`config.mk`:
```
export PLATFORM = sky130hd
export DESIGN_NAME = stbm_front
export DESIGN_NICKNAME = d
export VERILOG_FILES = /design/src/hw/rtl/stbm_pkg.sv /design/src/hw/rtl/stbm_front.sv
export SDC_FILE = /design/constraint.sdc
export NUM_CORES = 1
export LEC_CHECK = 0
export ABC_AREA = 1
export BUFFER_PORTS_ARGS = -buffer_cell sky130_fd_sc_hd__buf_2
export CELL_PAD_IN_SITES_DETAIL_PLACEMENT = 1
export CELL_PAD_IN_SITES_GLOBAL_PLACEMENT = 1
export CORE_MARGIN = 3
export CORE_UTILIZATION = 25
export CTS_CLUSTER_DIAMETER = 80
export DETAILED_ROUTE_END_ITERATION = 10
export PLACE_DENSITY = 0.57
export RECOVER_POWER = 25
export SKIP_CTS_REPAIR_TIMING = 1
export SYNTH_ARGS = -nofsm -noshare
export SYNTH_HDL_FRONTEND = slang
export SYNTH_SLANG_ARGS = --single-unit
export TNS_END_PERCENT = 50
```
`constraint.sdc`:
```
create_clock -name i_clk -period 5.4 [get_ports i_clk]
set_input_delay 0.27 -clock i_clk [delete_from_list [all_inputs] [get_ports i_clk]]
set_output_delay 0.27 -clock i_clk [all_outputs]
set_load 0.05 [all_outputs]
```
`src/hw/rtl/stbm_pkg.sv`:
```
`timescale 1ns / 1ps
// ----------------------------------------------------------------------------
// stbm_pkg
// Shared types and constants for the suffix trie best match unit.
// ----------------------------------------------------------------------------
package stbm_pkg;

    localparam int LET_W = 5;
    localparam int LEN_W = 13;
    localparam int IDX_W = 10;
    localparam int STAT_W = 2;

    localparam logic [STAT_W-1:0] STAT_QUERY  = 2'd0;
    localparam logic [STAT_W-1:0] STAT_INSERT = 2'd1;
    localparam logic [STAT_W-1:0] STAT_FULL   = 2'd2;

    // One letter transaction after classification.
    typedef struct packed {
        logic             is_query;
        logic             letter_ok;
        logic [LET_W-1:0] letter;
        logic [LEN_W-1:0] word_length;
        logic [IDX_W-1:0] word_index;
        logic             word_start;
        logic             word_end;
    } t_item;

    typedef enum logic [2:0] {
        ST_CLEAR,
        ST_IDLE,
        ST_LINK,
        ST_NODE,
        ST_DONE
    } t_state;

endpackage

```
`src/hw/rtl/stbm_front.sv`:
```
`timescale 1ns / 1ps
// ----------------------------------------------------------------------------
// stbm_front
// Accepts letter transactions, classifies them and queues them for the engine.
// ----------------------------------------------------------------------------
module stbm_front import stbm_pkg::*; #(
    parameter int ALPHABET = 26
) (
    input  logic        i_clk,
    input  logic        i_rst_n,
    input  logic        i_enable,
    input  logic        i_s_tvalid,
    output logic        o_s_tready,
    input  logic [31:0] i_s_tdata,
    input  logic [1:0]  i_s_tuser,
    input  logic        i_s_tlast,
    output logic        o_item_valid,
    output t_item       o_item,
    input  logic        i_pop
);

    t_item      r_fifo [2];
    logic       r_wp, r_rp;
    logic [1:0] r_cnt;
    t_item      w_item;
    logic       w_push, w_pop;

    always_comb begin
        w_item.is_query    = i_s_tuser[0];
        w_item.word_start  = i_s_tuser[1];
        w_item.word_end    = i_s_tlast;
        w_item.letter      = i_s_tdata[LET_W-1:0];
        w_item.word_length = i_s_tdata[LET_W+LEN_W-1:LET_W];
        w_item.word_index  = i_s_tdata[LET_W+LEN_W+IDX_W-1:LET_W+LEN_W];
        w_item.letter_ok   = (32'(i_s_tdata[LET_W-1:0]) < ALPHABET);
    end

    assign o_s_tready   = i_enable && (r_cnt != 2'd2);
    assign w_push       = i_s_tvalid && o_s_tready;
    assign o_item_valid = (r_cnt != 2'd0);
    assign w_pop        = i_pop && o_item_valid;
    assign o_item       = r_fifo[r_rp];

    always_ff @(posedge i_clk) begin
        if (w_push) begin
            r_fifo[r_wp] <= w_item;
        end
    end

    always_ff @(posedge i_clk) begin
        if (!i_rst_n) begin
            r_wp  <= 1'b0;
            r_rp  <= 1'b0;
            r_cnt <= 2'd0;
        end else begin
            if (w_push) r_wp <= ~r_wp;
            if (w_pop)  r_rp <= ~r_rp;
            r_cnt <= r_cnt + {1'b0, w_push} - {1'b0, w_pop};
        end
    end

endmodule

```
==> run metrics, run 1 <==
status=finished, final reports clean; number of ports placed on the die boundary=74; GPL Wtd Cong=roughly 0.67; setup repair after global routing missed its margin=no; largest stage delay on the critical path=0.70 ns; startpoint type of the worst setup path=flip-flop; Post-synth top cells=64 x sky130_fd_sc_hd__edfxtp_1, 30 x sky130_fd_sc_hd__mux2_4, 9 x sky130_fd_sc_hd__inv_1, 9 x sky130_fd_sc_hd__nand2_1, 6 x sky130_fd_sc_hd__nor2_1; register area share after synthesis=74.1%; cell row count=37; vias in the first global route=approximately 1600; die height=between 100 and 150 um; IR drop worst, VDD=between 0.1 and 0.15 mV; worst-case hold path end point=r_fifo[1][23]$_DFFE_PP_; share of the synthesized area in the top cell type=70.4%; Netlist cell types=16; mean instance size in the synthesized netlist=19.6 um^2; r2r setup slk=approximately 3.5 ns; Syn Nets=181; worst path cell trace=buf_4 > mux2_2 > buf_2; Port-buffer cells=roughly 70; wire length reported by the detailed router=between 4000 and 5000 um; antenna violations before repair=0; fraction of power spent switching nets=roughly a third; transition time at the pin with the least slew margin=1.00 ns; Leak Pwr=approximately 1.3 nW; combinational cell fraction of total power=about a third; share of async-settable or async-resettable flops after synthesis=0%; number of DRC violations after detailed routing=0; final core utilization=32.2%; synth-to-layout area growth=23.2%; Period minus WS final=roughly 2.3 ns; startpoint of the worst-slack reg-to-reg timing path=r_cnt[0]$_SDFF_PN0_; combined area of the multi-input logic cells=roughly 610 um^2; highest achievable clock rate=about 0.43 GHz; width of the die=111 um; cell taking the most area after synthesis=sky130_fd_sc_hd__edfxtp_1; capturing point of the worst reg2reg path=r_fifo[1][21]$_DFFE_PP_; sequential group share of total power=between 40% and 50%; total number of H-tree levels=3; Net count, final=~260; Clk pwr share=between 20% and 30%; aggregate global-route resource usage=between 8 and 9%; via count=1411; clock tree from TritonCTS=yes; placed cell areas=~3200 um^2; clock input transition at the sequential cells of the worst setup and hold paths=0.07 ns; Area contributors post-synth=sky130_fd_sc_hd__edfxtp_1 70%, sky130_fd_sc_hd__mux2_4 16%, sky130_fd_sc_hd__dfxtp_1 3.7%; total of flip-flops plus latches after synthesis=just under 70; core area=10500 um^2; post-detail-place hpwl=between 3000 and 4000 um; wire length of the first global-routing pass=7980 um; iteration count of the initial detailed-routing pass=4; final cell area excluding filler cells=between 3000 and 4000 um^2; cell area power density=between 400 and 500 nW/um^2; final period utilization=roughly 43%; number of buffers added by the clock tree synthesis step=9; clock insertion delay at the later pin of the skew report=~0.33 ns; antenna diode count=0; clock skew after layout=around 0.01 ns; Clock Sink Count=69; Fill cells=about 1100; path type of the worst setup path=reg -> out; Total Die Area=roughly 12000 um^2; layout cell share with drive strength beyond 1=between 40% and 50%; cell count after synthesis=roughly 140; number of cells in the design after placement=roughly 340; final hold violation count=0; number of buffers on the longest clock path=2; signal arrival time at the worst endpoint=2.05 ns; number of endpoints failing setup at the final stage=0; number of slew-limit violations in the final report=0; worst hold stages=1; root buf cell=sky130_fd_sc_hd__clkbuf_8; number of standard cells in the final layout excluding fillers=about 360; initial core utilization=26.1%; slowest stage cell, crit path=sky130_fd_sc_hd__dfxtp_2; cell depth of the worst flop-to-flop path=5; routed length per placed instance=around 14 um; EDFF count, synth=64; Hold Startpoint=i_s_tdata[16]; relative max-transition margin=around a third; routed vias/inst=3.95; commonest register cell after synthesis=sky130_fd_sc_hd__edfxtp_1; Setup Total Neg Slack=0 ns; count of nets left with antenna violations after detail routing=0; worst min path class=in -> reg; number of max-capacitance violations reported=0; internal power contribution=around 1 mW; Net Switching=approximately 0.54 mW; maximum fanout count along the critical path=17; area of the mapped netlist=between 2000 and 3000 um^2; data required time of the worst path=between 5 and 6 ns; worst hold margin=between 0.1 and 0.15 ns; Iter 0 DRT Violations=33; global route total overflow=0; endpoint type of the worst setup path=output pin; most repeated cell in the gate-level netlist after synthesis=sky130_fd_sc_hd__edfxtp_1; total number of yosys warnings=0; largest net degree at the start of global routing=33; area occupied by registers=around 2000 um^2
sequential cells by signal (all words and copies together) (netlist names), named ones only:
signal,cells
r_fifo,64
r_wp,1
r_rp,1
r_cnt,2
how the worst max path moves through the flow:
stage / from / endpoint / slack, ns
final: flip-flop / o_item[31] / 3.08
after global routing: flip-flop / o_item[31] / 2.92
after CTS: flip-flop / o_item[31] / 2.99
after detailed placement: flip-flop / o_item[31] / 3.36
after global placement: flip-flop / o_item[31] / 3.37
after floorplan: r_cnt[0]$_SDFF_PN0_ / r_fifo[0][0]$_DFFE_PP_ / 3.05
power groups by stage:
stage                     registers, mW  clock network (mW)  logic, mW
after global placement            0.681                   0      0.493
after CTS                         0.672               0.411      0.499
after global routing              0.677               0.437      0.519
after floorplan                   0.658                   0      0.445
final                             0.670               0.389      0.488
after detailed placement          0.684                   0      0.498
stage by stage:
step           worst slack [ns]  power, mW
2_1_floorplan              3.05       1.10
3_3_place_gp               3.37       1.17
3_5_place_dp               3.36       1.18
4_1_cts                    2.99       1.58
5_1_grt                    2.92       1.63
6_report                   3.08       1.55
layout make-up:
class | instances | area share [%]
sequential | 69 | 60.1
inverter | 9 | 1.00
clock buffer | 10 | 3.79
timing repair buffer | 71 | 10.3
multi-input combinational | 57 | 18.1
clock inverter | 5 | 1.56
tap | 136 | 5.06
worst max-delay path, delay by kind of cell (launching register included):
family	cells	cell delay, ns
buf+inv	2	0.63
mux	1	0.38
flops	1	0.70
metal layers:
layer | wire [um] | part of all wire (%) | vias to the layer above | track usage (%)
met5 | 0 | 0 | - | 0
met1 | 2170 | 43 | 683 | 9.89
met4 | 80 | 1.6 | 0 | 4.43
li1 | - | - | 676 | -
met3 | 293 | 5.9 | 6 | 3.56
met2 | 2450 | 49 | 46 | 13.6
logic make-up (layout without fill, tap and decap cells):
| kind of cell | count (synthesis) | after routing | share of synthesized area [%] |
|---|---|---|---|
| flip-flops | 69 | 69 | 74.1 |
| buffers and inverters | 13 | 95 | 3.85 |
| AND/OR/NAND/NOR | 19 | 19 | 2.84 |
| AO/OA/AOI/OAI | 4 | 4 | 1.01 |
| multiplexers | 32 | 32 | 17.3 |
| adder cells (fa/ha/maj) | 2 | 2 | 0.916 |
cells in the final DEF (no fill, tap or decap):
cell | synthesis | layout
sky130_fd_sc_hd__a21boi_0 | 1 | 1
sky130_fd_sc_hd__a21oi_1 | 1 | 1
sky130_fd_sc_hd__buf_2 | 0 | 58
sky130_fd_sc_hd__buf_4 | 0 | 2
sky130_fd_sc_hd__bufinv_16 | 0 | 1
sky130_fd_sc_hd__clkbuf_1 | 0 | 12
sky130_fd_sc_hd__clkbuf_8 | 0 | 9
sky130_fd_sc_hd__clkinv_2 | 0 | 3
sky130_fd_sc_hd__clkinvlp_4 | 0 | 1
sky130_fd_sc_hd__dfxtp_1 | 5 | 4
sky130_fd_sc_hd__dfxtp_2 | 0 | 1
sky130_fd_sc_hd__edfxtp_1 | 64 | 64
sky130_fd_sc_hd__ha_1 | 2 | 2
sky130_fd_sc_hd__inv_1 | 9 | 9
sky130_fd_sc_hd__mux2_2 | 2 | 2
sky130_fd_sc_hd__mux2_4 | 30 | 30
sky130_fd_sc_hd__nand2_1 | 9 | 9
sky130_fd_sc_hd__nand3_1 | 3 | 3
sky130_fd_sc_hd__nand4_1 | 1 | 1
sky130_fd_sc_hd__nor2_1 | 6 | 5
sky130_fd_sc_hd__nor2_4 | 0 | 1
sky130_fd_sc_hd__o211ai_1 | 1 | 1
sky130_fd_sc_hd__o21a_1 | 1 | 1
Note: power is estimated with default switching activity, not from simulation.
==> inputs of run 2 (changes only) <==
--- a/config.mk
+++ b/config.mk
@@ -5,7 +5,7 @@
 export SDC_FILE = /design/constraint.sdc
 export NUM_CORES = 1
 export LEC_CHECK = 0
-export ABC_AREA = 1
+export ABC_AREA = 0
 export BUFFER_PORTS_ARGS = -buffer_cell sky130_fd_sc_hd__buf_2
 export CELL_PAD_IN_SITES_DETAIL_PLACEMENT = 1
 export CELL_PAD_IN_SITES_GLOBAL_PLACEMENT = 1
==> constraint.sdc (replaced) <==
create_clock -name i_clk -period 2.45 [get_ports i_clk]
set_input_delay 0.1225 -clock i_clk [delete_from_list [all_inputs] [get_ports i_clk]]
set_output_delay 0.1225 -clock i_clk [all_outputs]
set_load 0.05 [all_outputs]
==> run 2 against run 1 <==
Compared with the run above:
- sequential share of layout area is 6.2 points lower
- synthesized area fell by 0.55%
- wire length rose by 6.7%
- critical path depth stayed put
- first-iteration DRC count up 48%
- critical path type unchanged
- critical endpoint is now o_item[11]
- largest power group unchanged
==> run metrics, run 2 <==
clock skew after layout=0.0103 ns; total of flip-flops plus latches after synthesis=69; Area contributors post-synth=sky130_fd_sc_hd__edfxtp_1 71%, sky130_fd_sc_hd__mux2_4 17%, sky130_fd_sc_hd__dfxtp_1 3.7%; die height=110 um; final total power=~3.7 mW; endpoint type of the worst setup path=output pin; Iter 0 DRT Violations=about 50; total number of H-tree levels=3; number of cells in the design after placement=330; Post-synth top cells=64 x sky130_fd_sc_hd__edfxtp_1, 30 x sky130_fd_sc_hd__mux2_4, 5 x sky130_fd_sc_hd__dfxtp_1; layout cell share with drive strength beyond 1=between 40% and 50%; initial core utilization=between 20 and 30%; Fill cells=1100; relative max-transition margin=between 60% and 70%; r2r setup slk=0.68 ns; final hold violation count=0; routed vias/inst=roughly 4; number of standard cells in the final layout excluding fillers=~380; iteration count of the initial detailed-routing pass=3; Syn Nets=~170; leading cell types in the layout, fill and taps excluded=64 x sky130_fd_sc_hd__edfxtp_1, 54 x sky130_fd_sc_hd__buf_2, 31 x sky130_fd_sc_hd__dlygate4sd3_1, 30 x sky130_fd_sc_hd__mux2_4, 13 x sky130_fd_sc_hd__clkbuf_1; startpoint of the worst-slack reg-to-reg timing path=r_cnt[0]$_SDFF_PN0_; EDFF count, synth=64; most repeated cell in the gate-level netlist after synthesis=sky130_fd_sc_hd__edfxtp_1; share of the synthesized area in the top cell type=70.8%; startpoint type of the worst setup path=flip-flop; worst hold margin=about 0.06 ns; final period utilization=between 80% and 90%; number of max-capacitance violations reported=0; leading cell type in the layout, fill and taps excluded=sky130_fd_sc_hd__edfxtp_1; number of buffers added by the clock tree synthesis step=9; cell row count=37; path type of the worst setup path=reg -> out; cell taking the most area after synthesis=sky130_fd_sc_hd__edfxtp_1; width of the die=between 100 and 150 um; share of async-settable or async-resettable flops after synthesis=0%; number of flip-flops in the largest register=64; number of ports placed on the die boundary=74; signal arrival time at the worst endpoint=about 1.9 ns; total number of yosys warnings=0; Net count, final=around 280; antenna violations before repair=0; Netlist cell types=20; core area=10500 um^2; worst-case hold path end point=r_cnt[0]$_SDFF_PN0_; aggregate global-route resource usage=under 10%; worst min path class=in -> reg; mean instance size in the synthesized netlist=~22 um^2; Port-buffer cells=slightly below 70; commonest register cell after synthesis=sky130_fd_sc_hd__edfxtp_1; Period minus WS final=roughly 2.0 ns; highest achievable clock rate=0.507 GHz; vias in the first global route=approximately 1500; wire length reported by the detailed router=between 5000 and 6000 um; register area share after synthesis=roughly 74%; Hold Startpoint=i_rst_n; count of nets left with antenna violations after detail routing=0; Setup Total Neg Slack=0 ns; leading registers by flop count=r_fifo (64), r_cnt (2); transition time at the pin with the least slew margin=approximately 0.58 ns; worst hold stages=2; status=finished, final reports clean; Total Die Area=~12000 um^2; number of DRC violations after detailed routing=0; combined area of the multi-input logic cells=roughly 630 um^2; wire length of the first global-routing pass=7450 um; area of the mapped netlist=~2700 um^2; cell count after synthesis=approximately 130; setup repair after global routing missed its margin=no; antenna diode count=0; data required time of the worst path=between 2 and 2.5 ns; area occupied by registers=between 2000 and 2500 um^2; cell area power density=slightly below 1000 nW/um^2; GPL Wtd Cong=approximately 0.65; largest net degree at the start of global routing=28; number of endpoints failing setup at the final stage=0; synth-to-layout area growth=38.2%; via count=roughly 1500; maximum fanout count along the critical path=17; register bank with the most flops=r_fifo; clock insertion delay at the later pin of the skew report=0.34 ns; final core utilization=35.9%; number of buffers on the longest clock path=2; root buf cell=sky130_fd_sc_hd__clkbuf_8; Clock Sink Count=a little under 70; IR drop worst, VDD=~0.34 mV; Leak Pwr=approximately 1.4 nW; global route total overflow=0; clock tree from TritonCTS=yes; cell depth of the worst flop-to-flop path=8; post-detail-place hpwl=around 3400 um; clock input transition at the sequential cells of the worst setup and hold paths=around 0.080 ns; capturing point of the worst reg2reg path=r_cnt[1]$_SDFF_PN0_; routed length per placed instance=between 10 and 15 um; number of slew-limit violations in the final report=0
==> run 2: layout make-up <==
class,count,share of cell area (%)
clock inverters,7,2.80
repair buffers,103,18.6
multi-input cells,52,16.7
clock buffers,9,3.30
well taps,136,4.53
flip-flops and latches,69,53.9
inverters,1,0.100
==> run 2: per-layer routing <==
metal  GRT usage, %  up-vias  wire, um
met5              0        -         0
met1           9.44      721      2150
met4           5.01        0       130
met3           2.27       10       262
li1               -      706         -
met2           14.6       46      2790
==> run 2: power breakdown <==
part | switching (mW) | internal (mW) | total [mW]
Clock | 0.473 | 0.591 | 1.06
Combinational | 0.733 | 0.439 | 1.17
Sequential | 0.0786 | 1.39 | 1.47
Total | 1.28 | 2.42 | 3.71
==> run 2: how the worst max path moves through the flow <==
stage / slack (ns) / cells past startpoint / end
4_1_cts: 0.39 / 3 / o_item[10]
3_5_place_dp: 0.66 / 8 / r_cnt[1]$_SDFF_PN0_
3_3_place_gp: 0.72 / 8 / r_cnt[1]$_SDFF_PN0_
5_1_grt: 0.37 / 3 / o_item[10]
2_1_floorplan: 0.07 / 3 / r_fifo[0][0]$_DFFE_PP_
6_report: 0.48 / 3 / o_item[11]
==> run 2: cell families (layout without fill, tap and decap cells) <==
| group | count (synthesis) | after routing | share of synthesized area (%) |
|---|---|---|---|
| muxes | 33 | 33 | 17.8 |
| AOI/OAI and AO/OA | 2 | 2 | 0.553 |
| xor gates and xnor gates | 3 | 3 | 0.968 |
| buffers and inverters | 5 | 120 | 2.76 |
| and+or+nand+nor | 12 | 12 | 2.53 |
| DFF | 69 | 69 | 74.5 |
| adders and majority gates | 2 | 2 | 0.922 |
==> run 2: stage by stage <==
stage          worst slack (ns)  area (um^2)
5_1_grt                   0.370         3750
3_3_place_gp              0.719         3230
4_1_cts                   0.391         3460
3_5_place_dp              0.658         3230
2_1_floorplan            0.0697         2720
6_report                  0.478         3750
==> run 2: worst max-delay path, stage by stage, from the launching register on <==
cell and delay [ns]:
sky130_fd_sc_hd__dfxtp_2 0.70, sky130_fd_sc_hd__buf_12 0.27, sky130_fd_sc_hd__mux2_4 0.32, sky130_fd_sc_hd__buf_2 0.21
==> inputs of run 3 (changes only) <==
==> constraint.sdc (replaced) <==
create_clock -name i_clk -period 2.05 [get_ports i_clk]
set_input_delay 0.1025 -clock i_clk [delete_from_list [all_inputs] [get_ports i_clk]]
set_output_delay 0.1025 -clock i_clk [all_outputs]
set_load 0.05 [all_outputs]
==> run 3 against run 2 <==
Compared with the run above:
- wire length grew 0.15%
- sequential cell count unchanged
- design area fell by 0.87%
- via count is 1.2% lower
- largest cell class unchanged
==> run metrics, run 3 (synthesis gave the netlist of run 2 again) <==
status=finished, final reports clean; Period minus WS final=1.76 ns; final total power=4.34 mW; width of the die=approximately 110 um; root buf cell=sky130_fd_sc_hd__clkbuf_8; antenna diode count=0; iteration count of the initial detailed-routing pass=4; via count=roughly 1500; Total Die Area=12100 um^2; Fill cells=1104; number of DRC violations after detailed routing=0; sequential group share of total power=a little under 40%; wire length reported by the detailed router=5340 um; number of buffers added by the clock tree synthesis step=9; number of max-capacitance violations reported=0; final core utilization=between 30% and 40%; GPL Wtd Cong=0.634; transition time at the pin with the least slew margin=approximately 0.31 ns; post-detail-place hpwl=between 3000 and 4000 um; initial core utilization=26.0%; clock tree from TritonCTS=yes; cell row count=37; vias in the first global route=roughly 1400; clock input transition at the sequential cells of the worst setup and hold paths=around 0.080 ns; Port-buffer cells=69; die height=110 um; relative max-transition margin=about four fifths; data required time of the worst path=~2.3 ns; Leak Pwr=1.41 nW; IR drop worst, VDD=around 0.38 mV; final cell area excluding filler cells=roughly 3700 um^2; number of slew-limit violations in the final report=0; highest achievable clock rate=around 0.57 GHz; core area=10500 um^2; area occupied by registers=2020 um^2; number of endpoints failing setup at the final stage=0; fraction of power spent switching nets=around 34%; cell area power density=about 1200 nW/um^2; placed cell areas=3220 um^2; slowest stage cell, crit path=sky130_fd_sc_hd__dfxtp_1; startpoint type of the worst setup path=flip-flop; routed length per placed instance=roughly 14 um; Net count, final=280; wire length of the first global-routing pass=7380 um; Net Switching=about 1.5 mW; largest stage delay on the critical path=approximately 0.37 ns; number of flip-flops in the largest register=64; maximum fanout count along the critical path=4; routed vias/inst=just under 4; register bank with the most flops=r_fifo; path type of the worst setup path=reg -> reg; combinational cell fraction of total power=33.1%; worst hold margin=0.0582 ns; count of nets left with antenna violations after detail routing=0; leading registers by flop count=r_fifo (64), r_cnt (2); combined area of the multi-input logic cells=roughly 630 um^2; Setup Total Neg Slack=0 ns; leading cell types in the layout, fill and taps excluded=64 x sky130_fd_sc_hd__edfxtp_1, 50 x sky130_fd_sc_hd__buf_2, 31 x sky130_fd_sc_hd__dlygate4sd3_1, 30 x sky130_fd_sc_hd__mux2_4, 18 x sky130_fd_sc_hd__clkbuf_1; synth-to-layout area growth=37.0%; Iter 0 DRT Violations=55; final period utilization=86.0%; Clk pwr share=between 20% and 30%; endpoint type of the worst setup path=flip-flop; global route total overflow=0; total number of H-tree levels=3; clock insertion delay at the later pin of the skew report=~0.34 ns; worst path cell trace=nand2b_1 > nand3_1 > ha_1 > inv_1 > ha_1 > xnor2_1 > xnor2_1 > and2_1; largest net degree at the start of global routing=29; aggregate global-route resource usage=under 10%; clock skew after layout=~0.011 ns; leading cell type in the layout, fill and taps excluded=sky130_fd_sc_hd__edfxtp_1; final hold violation count=0; worst min path class=in -> reg; internal power contribution=approximately 2.9 mW; antenna violations before repair=0; layout cell share with drive strength beyond 1=43.6%; number of buffers on the longest clock path=2; Clock Sink Count=69; signal arrival time at the worst endpoint=~2.0 ns; number of ports placed on the die boundary=74; setup repair after global routing missed its margin=no
run 3: path summary, 6_finish.rpt:
path,from,end,slack [ns],cells after the start
min reg2reg,r_wp$_SDFFE_PN0P_,r_wp$_SDFFE_PN0P_,0.53,2
min,i_rst_n,r_cnt[1]$_SDFF_PN0_,0.06,2
max reg2reg,r_cnt[0]$_SDFF_PN0_,r_cnt[1]$_SDFF_PN0_,0.29,8
max,r_cnt[0]$_SDFF_PN0_,r_cnt[1]$_SDFF_PN0_,0.29,8
run 3: cell type report:
cell class                 count  share of cell area [%]
clock buffer                   9                    3.33
clock inverter                 7                    2.39
inverter                       1                   0.101
multi-input combinational     52                    16.9
sequential                    69                    54.4
tap                          136                    4.57
timing repair buffer         105                    18.4
run 3: power by group through the flow:
stage / clock, mW / sequential [mW] / combinational, mW
after floorplan: 0 / 1.73 / 1.21
after detailed placement: 0 / 1.76 / 1.42
after global routing: 1.30 / 1.74 / 1.53
final: 1.18 / 1.72 / 1.44
after global placement: 0 / 1.75 / 1.41
after CTS: 1.23 / 1.72 / 1.42
run 3: metal layers:
layer	GRT usage, %	vias to the layer above	wire length (um)
li1	-	710	-
met5	0	-	0
met4	3.69	0	91
met3	4.43	8	381
met2	14.3	45	2720
met1	9.32	702	2150
run 3: through the flow:
step / worst slack [ns] / cells
after floorplan: -0.159 / 126
after global placement: 0.338 / 332
after detailed placement: 0.289 / 332
after CTS: 0.250 / 348
after global routing: 0.105 / 379
final: 0.286 / 379
run 3: worst max-delay path: cells and delay by family, from the launching register on:
| family | cells | cell delay, ns |
|---|---|---|
| flip-flops | 1 | 0.37 |
| adder cells (fa/ha/maj) | 2 | 0.52 |
| AND/OR/NAND/NOR | 3 | 0.48 |
| buffers and inverters | 1 | 0.04 |
| XOR/XNOR | 2 | 0.25 |
